### config.mk
export PLATFORM = sky130hd
export DESIGN_NAME = tgfsr_word_generator_unit
export DESIGN_NICKNAME = d
export VERILOG_FILES = /design/src/rtl/tgfsr_pkg.sv /design/src/rtl/tgfsr_front.sv /design/src/rtl/tgfsr_cmd_queue.sv /design/src/rtl/tgfsr_back.sv /design/src/rtl/tgfsr_word_generator_unit.sv
export SDC_FILE = /design/constraint.sdc
export NUM_CORES = 1
export LEC_CHECK = 0
export BUFFER_PORTS_ARGS = -buffer_cell sky130_fd_sc_hd__buf_4
export CAP_MARGIN = 10
export CORE_MARGIN = 2
export CORE_UTILIZATION = 49
export DETAILED_ROUTE_END_ITERATION = 8
export PLACE_DENSITY = 0.67
export SLEW_MARGIN = 25
export SYNTH_ARGS = -nofsm -noshare
export SYNTH_HDL_FRONTEND = slang
export SYNTH_SLANG_ARGS = --single-unit
### constraint.sdc
create_clock -name clock -period 2.64 [get_ports clock]
set_clock_uncertainty 0.2 [all_clocks]
set_input_delay 0.66 -clock clock [delete_from_list [all_inputs] [get_ports clock]]
set_output_delay 0.66 -clock clock [all_outputs]
set_load 0.02 [all_outputs]
### src/rtl/tgfsr_pkg.sv
// ----------------------------------------------------------------------------
// tgfsr_pkg
// shared types, constants, the ring start words and the tempering function
// of the tgfsr word generator
// ----------------------------------------------------------------------------
package tgfsr_pkg;

   localparam int WORDS      = 25;
   localparam int WORD_BITS  = 32;
   localparam int LAG_START  = 6;

   // the state is kept as a ring rotated so that the lead word sits at tap 1;
   // the lag pointer always runs LAG_START + 1 slots ahead of the lead
   localparam int LEAD_TAP   = 1;
   localparam int LAG_TAP    = LEAD_TAP + LAG_START + 1;

   localparam logic [WORD_BITS-1:0] TWIST  = 32'h8EBF_D028;
   localparam logic [WORD_BITS-1:0] MASK_B = 32'h2B5B_2500;
   localparam logic [WORD_BITS-1:0] MASK_C = 32'hDB8B_0000;
   localparam int SHIFT_S = 7;
   localparam int SHIFT_T = 15;
   localparam int SHIFT_L = 16;

   localparam logic [WORD_BITS-1:0] BASE_WORDS [WORDS] = '{
      32'h95F24DAB, 32'h0B685215, 32'hE76CCAE7, 32'hAF3EC239, 32'h715FAD23,
      32'h24A590AD, 32'h69E4B5EF, 32'hBF456141, 32'h96BC1B7B, 32'hA7BDF825,
      32'hC1DE75B7, 32'h8858A9C9, 32'h2DA87693, 32'hB657F9DD, 32'hFFDC8A9F,
      32'h8121DA71, 32'h8B823ECB, 32'h885D05F5, 32'h4E20CD47, 32'h5A9AD5D9,
      32'h512C0C03, 32'hEA857CCD, 32'h4CC1D30F, 32'h8891A8A1, 32'hA6B7AADB
   };

   typedef enum logic {
      MODE_SEED = 1'b0,
      MODE_NEXT = 1'b1
   } mode_type;

   typedef struct packed {
      mode_type             mode;
      logic [WORD_BITS-1:0] seed;
   } cmd_type;

   // queue head as seen by the back end
   typedef struct packed {
      logic    valid;
      cmd_type cmd;
   } head_type;

   // ring tap k after a reseed holds the table word of slot (k - 1) mod WORDS xor the seed
   function automatic logic [WORD_BITS-1:0] ring_start_word(input int k);
      logic [WORD_BITS-1:0] w;
      if (k == 0) begin
         w = BASE_WORDS[WORDS-1];
      end else begin
         w = BASE_WORDS[k-1];
      end
      return w;
   endfunction

   function automatic logic [WORD_BITS-1:0] temper(input logic [WORD_BITS-1:0] y);
      logic [WORD_BITS-1:0] v;
      v = y ^ ((y << SHIFT_S) & MASK_B);
      v = v ^ ((v << SHIFT_T) & MASK_C);
      v = v ^ (v >> SHIFT_L);
      return v;
   endfunction

endpackage

### src/rtl/tgfsr_front.sv
// ----------------------------------------------------------------------------
// tgfsr_front
// input register stage: takes request beats, classifies them and pushes
// them into the command queue
// ----------------------------------------------------------------------------
module tgfsr_front import tgfsr_pkg::*; (
   input  logic                 clock,
   input  logic                 reset,
   input  logic                 req_valid,
   output logic                 req_stall,
   input  logic                 req_mode,
   input  logic [WORD_BITS-1:0] req_seed,
   input  logic                 q_full,
   output logic                 push,
   output cmd_type              push_cmd
);

   logic    front_valid_ff, front_valid_in;
   cmd_type front_cmd_ff, front_cmd_in;
   logic    take;

   assign push      = front_valid_ff && !q_full;
   assign req_stall = front_valid_ff && q_full;
   assign take      = req_valid && !req_stall;
   assign push_cmd  = front_cmd_ff;

   always_comb begin
      front_valid_in = front_valid_ff;
      front_cmd_in   = front_cmd_ff;
      if (push) begin
         front_valid_in = 1'b0;
      end
      if (take) begin
         front_valid_in    = 1'b1;
         front_cmd_in.mode = req_mode ? MODE_NEXT : MODE_SEED;
         // seed only matters for a reseed
         front_cmd_in.seed = req_mode ? '0 : req_seed;
      end
   end

   always_ff @(posedge clock) begin
      if (reset) begin
         front_valid_ff <= 1'b0;
      end else begin
         front_valid_ff <= front_valid_in;
      end
      front_cmd_ff <= front_cmd_in;
   end

endmodule

### src/rtl/tgfsr_cmd_queue.sv
// ----------------------------------------------------------------------------
// tgfsr_cmd_queue
// two-entry command queue between front and back end
// ----------------------------------------------------------------------------
module tgfsr_cmd_queue import tgfsr_pkg::*; (
   input  logic     clock,
   input  logic     reset,
   input  logic     push,
   input  cmd_type  push_cmd,
   input  logic     pop,
   output logic     q_full,
   output head_type head
);

   cmd_type    entry_ff [2];
   logic       wr_ptr_ff, wr_ptr_in;
   logic       rd_ptr_ff, rd_ptr_in;
   logic [1:0] count_ff, count_in;

   assign q_full     = (count_ff == 2'd2);
   assign head.valid = (count_ff != 2'd0);
   assign head.cmd   = entry_ff[rd_ptr_ff];

   always_comb begin
      wr_ptr_in = push ? ~wr_ptr_ff : wr_ptr_ff;
      rd_ptr_in = pop  ? ~rd_ptr_ff : rd_ptr_ff;
      count_in  = count_ff;
      if (push && !pop) begin
         count_in = count_ff + 2'd1;
      end else if (pop && !push) begin
         count_in = count_ff - 2'd1;
      end
   end

   always_ff @(posedge clock) begin
      if (reset) begin
         wr_ptr_ff <= 1'b0;
         rd_ptr_ff <= 1'b0;
         count_ff  <= 2'd0;
      end else begin
         wr_ptr_ff <= wr_ptr_in;
         rd_ptr_ff <= rd_ptr_in;
         count_ff  <= count_in;
      end
      if (push) begin
         entry_ff[wr_ptr_ff] <= push_cmd;
      end
   end

endmodule

### src/rtl/tgfsr_back.sv
// ----------------------------------------------------------------------------
// tgfsr_back
// back end: rotating state ring, twist step, tempering and result register
// ----------------------------------------------------------------------------
module tgfsr_back import tgfsr_pkg::*; (
   input  logic                 clock,
   input  logic                 reset,
   input  head_type             head,
   output logic                 pop,
   output logic                 rsp_valid,
   input  logic                 rsp_stall,
   output logic [WORD_BITS-1:0] rsp_value
);

   logic [WORD_BITS-1:0] ring_ff [WORDS];
   logic [WORD_BITS-1:0] ring_in [WORDS];
   logic                 out_valid_ff, out_valid_in;
   logic [WORD_BITS-1:0] out_value_ff, out_value_in;
   logic [WORD_BITS-1:0] lead_word;
   logic [WORD_BITS-1:0] y;
   logic                 out_free;

   assign out_free  = !out_valid_ff || !rsp_stall;
   assign pop       = head.valid && ((head.cmd.mode == MODE_SEED) || out_free);
   assign rsp_valid = out_valid_ff;
   assign rsp_value = out_value_ff;

   assign lead_word = ring_ff[LEAD_TAP];
   assign y = ring_ff[LAG_TAP] ^ (lead_word >> 1) ^ (lead_word[0] ? TWIST : '0);

   always_comb begin
      ring_in      = ring_ff;
      out_value_in = out_value_ff;
      out_valid_in = out_valid_ff && rsp_stall;
      if (pop) begin
         unique case (head.cmd.mode)
            MODE_SEED: begin
               for (int k = 0; k < WORDS; k++) begin
                  ring_in[k] = ring_start_word(k) ^ head.cmd.seed;
               end
            end
            MODE_NEXT: begin
               // rotate by one slot; y lands in the lead tap
               for (int k = 0; k < WORDS - 1; k++) begin
                  ring_in[k] = ring_ff[k+1];
               end
               ring_in[WORDS-1]  = ring_ff[0];
               ring_in[LEAD_TAP] = y;
               out_value_in      = temper(y);
               out_valid_in      = 1'b1;
            end
            default: begin
               ring_in = ring_ff;
            end
         endcase
      end
   end

   always_ff @(posedge clock) begin
      if (reset) begin
         for (int k = 0; k < WORDS; k++) begin
            ring_ff[k] <= ring_start_word(k);
         end
         out_valid_ff <= 1'b0;
      end else begin
         ring_ff      <= ring_in;
         out_valid_ff <= out_valid_in;
      end
      out_value_ff <= out_value_in;
   end

endmodule

### src/rtl/tgfsr_word_generator_unit.sv
// ----------------------------------------------------------------------------
// tgfsr_word_generator_unit
// twisted gfsr word generator: 25 words of state, reseed and next commands
// ----------------------------------------------------------------------------
//
//   channel | ports                            | direction | beat
//   --------+----------------------------------+-----------+---------------------
//   req     | req_valid req_stall req_mode     | in        | one command
//           | req_seed                         |           | (reseed or next)
//   rsp     | rsp_valid rsp_stall rsp_value    | out       | one tempered word
//
// - one command per cycle sustained while rsp is not stalled; the state
//   ring steps once per next, so a next can follow a next or a reseed at once
// - an accepted req beat passes through the input register, the command
//   queue and the result register on its way to its rsp beat
// - a reseed beat gives no rsp beat
// - reset is synchronous; it empties front, queue and result register and
//   loads the ring with the fixed table (seed zero)
// - a stalled rsp holds back a next at the queue head; reseeds there drain
//   and the front takes beats until two-entry queue and input register fill
//
module tgfsr_word_generator_unit import tgfsr_pkg::*; (
   input  logic                 clock,
   input  logic                 reset,
   input  logic                 req_valid,
   output logic                 req_stall,
   input  logic                 req_mode,
   input  logic [WORD_BITS-1:0] req_seed,
   output logic                 rsp_valid,
   input  logic                 rsp_stall,
   output logic [WORD_BITS-1:0] rsp_value
);

   // front to queue
   logic     push;
   cmd_type  push_cmd;
   logic     q_full;
   // queue to back end
   head_type head;
   logic     pop;

   // front: registers the request beat and decodes its mode
   tgfsr_front u_front (
      .clock     (clock),
      .reset     (reset),
      .req_valid (req_valid),
      .req_stall (req_stall),
      .req_mode  (req_mode),
      .req_seed  (req_seed),
      .q_full    (q_full),
      .push      (push),
      .push_cmd  (push_cmd)
   );

   // decoupling queue so either side can stall alone
   tgfsr_cmd_queue u_queue (
      .clock    (clock),
      .reset    (reset),
      .push     (push),
      .push_cmd (push_cmd),
      .pop      (pop),
      .q_full   (q_full),
      .head     (head)
   );

   // back end: state ring, twist, temper, result register
   tgfsr_back u_back (
      .clock     (clock),
      .reset     (reset),
      .head      (head),
      .pop       (pop),
      .rsp_valid (rsp_valid),
      .rsp_stall (rsp_stall),
      .rsp_value (rsp_value)
   );

endmodule

==> results of run 1 <==
## sequential cells by signal (all words and copies together), names as in the netlist, named ones only
name and flops:
u_queue.count_ff 2, u_queue.entry_ff 66, u_queue.rd_ptr_ff 1, u_back.rsp_value 32, u_front.push_cmd 33, u_queue.wr_ptr_ff 1, u_back.lead_word 32, u_back.ring_ff 576
u_front.front_valid_ff 1, u_back.rsp_valid 1
## worst min-delay path by stage
stage / startpoint / to / slack, ns / cells after the start
after CTS: req_valid / u_front.front_valid_ff / 0.05 / 3
after global routing: req_valid / u_front.front_valid_ff / 0.1 / 3
final: req_valid / u_front.front_valid_ff / 0.08 / 3
after floorplan: u_front.push_cmd[0] / u_queue.entry_ff[0][0] / 0.22 / 0
after global placement: u_front.push_cmd[17] / u_queue.entry_ff[1][17] / 0.22 / 0
after detailed placement: u_front.push_cmd[23] / u_queue.entry_ff[0][23] / 0.23 / 0
## layer usage
metal  wire length, um  GRT usage, %  part of all wire [%]
met5                 0             0                     0
met4              1550          6.58                   2.3
met3              3370          3.05                   5.1
met2             30400          34.7                    46
met1             31100          31.2                    47
## final cells by class
class	instances	area, um^2
clock inverters	17	115
repair buffers	195	1850
well taps	756	946
multi-input cells	2081	10900
clock buffers	116	2300
flip-flops and latches	746	16200
inverters	7	33.8
fillers	4799	24200
## worst max-delay path, stage by stage, from the launching register on
cell	delay (ns)
edfxtp_1	0.46
mux2_8	0.42
a31oi_4	0.23
buf_12	0.15
inv_8	0.11
ha_1	0.34
or3_1	0.36
a21oi_1	0.14
## repair_timing
| action | in CTS | in global routing |
|---|---|---|
| endpoints found under the setup margin | 1 | 27 |
| gates resized for setup | 1 | 3 |
| hold buffers | 0 | 0 |
| pin swaps | 0 | 1 |
| buffers inserted | 0 | 2 |
| gates cloned | 0 | 1 |
## cells by family after synthesis
group           after synthesis
simple gates                988
xor+xnor                     86
flops                       746
compound gates              992
buf+inv                     261
fa+ha+maj                     1
mux                          14
## report_power, final
part | total [mW] | switching [mW] | internal, mW | leakage (nW)
clock | 10.4 | 4.31 | 6.08 | 1.20
combinational | 19.5 | 12.0 | 7.53 | 4.74
sequential | 19.4 | 2.52 | 16.8 | 6.35
total | 49.3 | 18.8 | 30.4 | 12.3
## synth_stat cells (3+ instances only)
master / count
nand2_1: 344
buf_2: 100
a21o_1: 3
dfxtp_1: 615
xor2_1: 30
nand3_1: 36
and3_1: 3
buf_4: 8
mux2_2: 5
nor2_2: 6
o21ai_0: 241
a22oi_1: 12
mux2i_1: 8
a221o_1: 13
buf_1: 15
inv_1: 6
clkbuf_1: 129
a211oi_1: 264
nor3_1: 3
a21oi_1: 330
o21ai_1: 78
xnor2_1: 53
edfxtp_1: 131
a21oi_2: 3
o221a_2: 4
a211o_1: 18
o21a_1: 20
nor2_1: 541
nor2b_1: 49
## through the flow
| stage | util, % | hold WS, ns | std cells | worst slack, ns | instance area [um^2] |
|---|---|---|---|---|---|
| 2_1_floorplan | - | 0.221 | 3088 | 0.0247 | 28200 |
| 3_3_place_gp | 52.7 | 0.223 | 3781 | -0.171 | 29800 |
| 3_5_place_dp | 52.8 | 0.230 | 3782 | -0.0854 | 29900 |
| 4_1_cts | 57.1 | 0.0479 | 3915 | 0.0218 | 32300 |
| 5_1_grt | 57.2 | 0.0954 | 3918 | 0.0239 | 32400 |
| 6_report | 57.2 | 0.0845 | 3918 | 0.163 | 32400 |
==> metrics.yaml, run 1 <==
startpoint_type: "flip-flop"
grt_pass1_wl_um: 108000
synth_top_area_cell: "dfxtp_1"
async_flop_share_pct: 0
reg2reg_from: "u_queue.entry_ff[0][32]"
synth.mux.area_fraction_pct: 0.563
cp.required_ns: 2.97
drtIter0Drc: 1824
avgSynthCellArea_um2: 9.13
start_util_pct: 49.8
tightest_slew_ns: 0.779
hold_path_class: "in2reg"
antenna_found_initial: 0
routed_wl_um: 66400
relSlewSlack_pct: 48.1
final_cell_mix: "dfxtp_1 (614), nor2_1 (540), nand2_1 (344)"
rows: 87
netlist_instances: 3088
r2r_end: "u_queue.count_ff[1]"
setup_violations: 0
syn_to_final_growth_pct: 14.7
ys_top_cells_by_area: "dfxtp_1 (44%), edfxtp_1 (14%), nor2_1 (7.2%)"
ff2ff_path_depth: 7
synth_xor_area_share_pct: 2.82
synth_top_family_by_area: "compound AO/OA/AOI/OAI gates"
arrival_ns: 2.81
final_layout_size_suffix_gt1_share_pct: 10.7
worstSetupPathType: "reg2reg"
cts-buffers-inserted: 75
first_pass_iters: 5
core-area_um2: 56600
antenna_left: 0
r2r_setup_slack_ns: 0.16
fin_total_pwr_mw: 49.3
grt_start_max_net_pins: 140
ys_types: 45
die_x_um: 244
critical_path.endpoint: "u_queue.count_ff[1]"
power.density_nw_per_um2: 1520
overflow: 0
ys_ff_latch: 746
clkLatencyLatePin_ns: 0.61
min_period_over_period_pct: 93.8
cts.path.max_buffers: 3
synth_area_um2: 28200
cts_tree: "done"
dp_hpwl_um: 41200
grt_pass1_vias: 20600
numPortBuffers: 70
finalHoldViolations: 0
yosys_warnings: 0
status: "finished clean"
die-height_um: 244
cp-end-kind: "flip-flop"
dr_total_vias: 21979
synth_top_area_share_pct: 43.6
leakage_nw: 12.3
nets: 3144
rsz0062_at_grt: "false"
die-area_um2: 59500
cts-root-buf: "clkbuf_16"
routed_via_density: 5.61
worst-path-max-fanout: 30
synthFlopType: "dfxtp_1"
ios: 71
wire_per_inst_um: 17.0
yosysSeqAreaShare_pct: 57.6
min_period_ns: 2.48
cts.clk_slew.worst_paths_ns: 0.06
synthAdderAreaFrac_pct: 0.0444
fmax_mhz: 404
final_common_cell: "dfxtp_1"
drc: 0
cts.htree.levels: 3
cts_sinks: 746
yosys.area_share.simple_pct: 13.9
n_antenna_cell: 0
slew_violations: 0
globalplace.congestion: 0.806
synth_compound_area_share_pct: 21.0
cp-startpoint: "u_queue.entry_ff[0][32]"
cap_violations: 0
ir_worst_vdd_mv: 0.855
finalSetupTns_ns: 0
syn_nets: 3126
synth_edf_count: 131
track_usage_pct: 21.9
(Power assumes the default switching activity.)
==> inputs of run 2 (changes only) <==
--- a/config.mk
+++ b/config.mk
@@ -8,9 +8,9 @@
 export BUFFER_PORTS_ARGS = -buffer_cell sky130_fd_sc_hd__buf_4
 export CAP_MARGIN = 10
 export CORE_MARGIN = 2
-export CORE_UTILIZATION = 49
+export CORE_UTILIZATION = 62
 export DETAILED_ROUTE_END_ITERATION = 8
-export PLACE_DENSITY = 0.67
+export PLACE_DENSITY = 0.79
 export SLEW_MARGIN = 25
 export SYNTH_ARGS = -nofsm -noshare
 export SYNTH_HDL_FRONTEND = slang
==> constraint.sdc (replaced) <==
create_clock -name clock -period 2.6 [get_ports clock]
set_clock_uncertainty 0.2 [all_clocks]
set_input_delay 0.65 -clock clock [delete_from_list [all_inputs] [get_ports clock]]
set_output_delay 0.65 -clock clock [all_outputs]
set_load 0.02 [all_outputs]
==> metrics.yaml, run 2 (synthesized netlist as in run 1, its figures left out) <==
cpLargestDelayFamily: "compound AO/OA/AOI/OAI gates"  # was flip-flops
finalSetupTns_ns: 0  # unchanged
fmax_mhz: 390  # was 404 MHz
largest-register: "u_back.ring_ff"  # unchanged
r2r_end: "u_back.ring_ff[341]"  # was u_queue.count_ff[1]
worst-path-max-fanout: 55  # was 30
placedCellCount: 3626  # was 3782
syn_to_final_growth_pct: 14.5  # was 14.7%
critPathMaxStageDelay_ns: 0.47  # was 0.46 ns
worstSetupPathType: "reg2reg"  # unchanged
cp_num_buf_inv: 2  # unchanged
holdBufCountCts: 0  # unchanged
numPortBuffers: 70  # unchanged
power.density_nw_per_um2: 1580  # was 1520 nW/um^2
final_cells: 3760  # was 3918
slew_violations: 0  # unchanged
multi_input_area_um2: 10800  # was 10900 um^2
ir_worst_vdd_mv: 0.870  # was 0.855 mV
die-height_um: 217  # was 244 um
track_usage_pct: 28.8  # was 21.9%
dr_total_vias: 22522  # was 22.0k
hold_path_class: "in2reg"  # unchanged
final_cell_mix: "dfxtp_1 (614), nor2_1 (540), nand2_1 (344)"  # unchanged
cts-root-buf: "clkbuf_16"  # unchanged
drtIter0Drc: 2652  # was 1824
seq_area_um2: 16200  # unchanged
cp-end-kind: "flip-flop"  # unchanged
wire_per_inst_um: 18.3  # was 17.0 um
cap_violations: 0  # unchanged
cp.required_ns: 2.89  # was 2.97 ns
clkLatencyLatePin_ns: 0.61  # about the same
place_area_um2: 29700  # was 29900 um^2
nFillCells: 3123  # was 4799
tightest_slew_ns: 0.876  # was 0.779 ns
fin_ws_ns: 0.0372  # was 0.163 ns
cp_slowest_cell: "edfxtp_1"  # unchanged
finalInstanceArea_um2: 32300  # was 32400 um^2
start_util_pct: 62.4  # was 49.8%
core-area_um2: 45200  # was 56600 um^2
first_pass_iters: 5  # unchanged
globalplace.congestion: 0.829  # was 0.806
overflow: 0  # unchanged
relSlewSlack_pct: 41.2  # was 48.1%
hold_path.startpoint: "req_valid"  # unchanged
setup_violations: 0  # unchanged
die_x_um: 217  # was 244 um
cp_cell_sequence: "mux2_8 -> a31oi_4 -> clkbuf_16 -> buf_12 -> nor2_1 -> a211oi_1"  # was mux2_8 -> a31oi_4 -> buf_12 -> inv_8 -> ha_1 -> or3_1 -> a21oi_1
die-area_um2: 47200  # was 59500 um^2
fin_total_pwr_mw: 50.9  # was 49.3 mW
cts.clk_slew.worst_paths_ns: 0.06  # about the same
min_period_ns: 2.56  # was 2.48 ns
reg2reg_from: "u_queue.entry_ff[1][32]"  # was u_queue.entry_ff[0][32]
grt_pass1_wl_um: 111000  # was 108000 um
rows: 78  # was 87
routed_via_density: 5.99  # was 5.61
dp_hpwl_um: 41800  # was 41200 um
finalHoldViolations: 0  # unchanged
utilization_pct: 71.5  # was 57.2%
post-cts-setup-buffers: 0  # unchanged
arrival_ns: 2.85  # was 2.81 ns
cts_tree: "done"  # unchanged
nets: 3142  # was 3144
final_common_cell: "dfxtp_1"  # unchanged
rsz0062_at_grt: "false"  # unchanged
min_to: "u_front.front_valid_ff"  # unchanged
fin_worst_hold_slack_ns: 0.0648  # was 0.0845 ns
antenna_left: 0  # unchanged
post-place-ws_ns: -0.121  # was -0.0854 ns
n_antenna_cell: 0  # unchanged
cts.path.max_buffers: 3  # unchanged
leakage_nw: 12.3  # about the same
status: "finished clean"  # unchanged
routed_wl_um: 69000  # was 66400 um
startpoint_type: "flip-flop"  # unchanged
cts-buffers-inserted: 73  # was 75
ff2ff_path_depth: 6  # was 7
ios: 71  # unchanged
cts.htree.levels: 3  # unchanged
r2r_setup_slack_ns: 0.04  # was 0.16 ns
antenna_found_initial: 0  # unchanged
largest_reg_flops: 576  # unchanged
grt_start_max_net_pins: 117  # was 140
cts_sinks: 746  # unchanged
grt_pass1_vias: 21463  # was 20.6k
final_layout_size_suffix_gt1_share_pct: 10.6  # was 10.7%
min_period_over_period_pct: 98.6  # was 93.8%
drc: 0  # unchanged
whs_path_depth: 3  # unchanged
[run 2: cell count changes in the layout (fill, tap and decap cells not counted), sizes merged]
cell | before | now
clkbuf | 117 | 102
bufinv | 1 | 8
clkinv | 14 | 20
clkinvlp | 1 | 2
inv | 8 | 7
[run 2: tightest hold or removal path, cell delays in order]
cell and delay, ns:
buf_4 0.08, nor2_1 0.04, nor2_1 0.07
[run 2: area by class of cell]
type                            count  share of cell area, %
Sequential cell                   746                   50.3
Multi-Input combinational cell   2081                   33.6
Clock buffer                      101                   6.68
Timing Repair Buffer              195                   5.92
Tap cell                          600                   2.32
Clock inverter                     30                   1.10
Inverter                            7                  0.105
[run 2: per-layer routing]
metal | wire length, um | global-route usage (%)
met3 | 4580 | 5.44
met1 | 29200 | 38.3
met4 | 2220 | 10.4
met5 | 0 | 0
met2 | 33000 | 47.1
[run 2: worst max-delay path by stage]
stage | from | to | slack, ns | cells after the start
4_1_cts | u_queue.entry_ff[1][32] | u_back.ring_ff[388] | 0.07 | 6
2_1_floorplan | u_queue.entry_ff[1][32] | u_queue.count_ff[1] | 0.002 | 10
6_report | u_queue.entry_ff[1][32] | u_back.ring_ff[341] | 0.04 | 6
3_3_place_gp | rsp_stall | u_back.ring_ff[94] | -0.05 | 4
5_1_grt | u_queue.entry_ff[1][32] | u_back.ring_ff[318] | 0.005 | 7
3_5_place_dp | rsp_stall | u_back.ring_ff[190] | -0.12 | 4
[run 2: report_power, final]
| part | internal [mW] | total, mW | switching (mW) |
|---|---|---|---|
| clock network | 6.60 | 11.0 | 4.41 |
| registers | 17.1 | 19.7 | 2.64 |
| logic | 7.74 | 20.2 | 12.5 |
[run 2: timing repair]
| item | 4_1_cts | 5_1_grt |
|---|---|---|
| gates resized for setup | 0 | 4 |
| endpoints found under the hold margin | 0 | 0 |
| endpoints found under the setup margin | 0 | 24 |
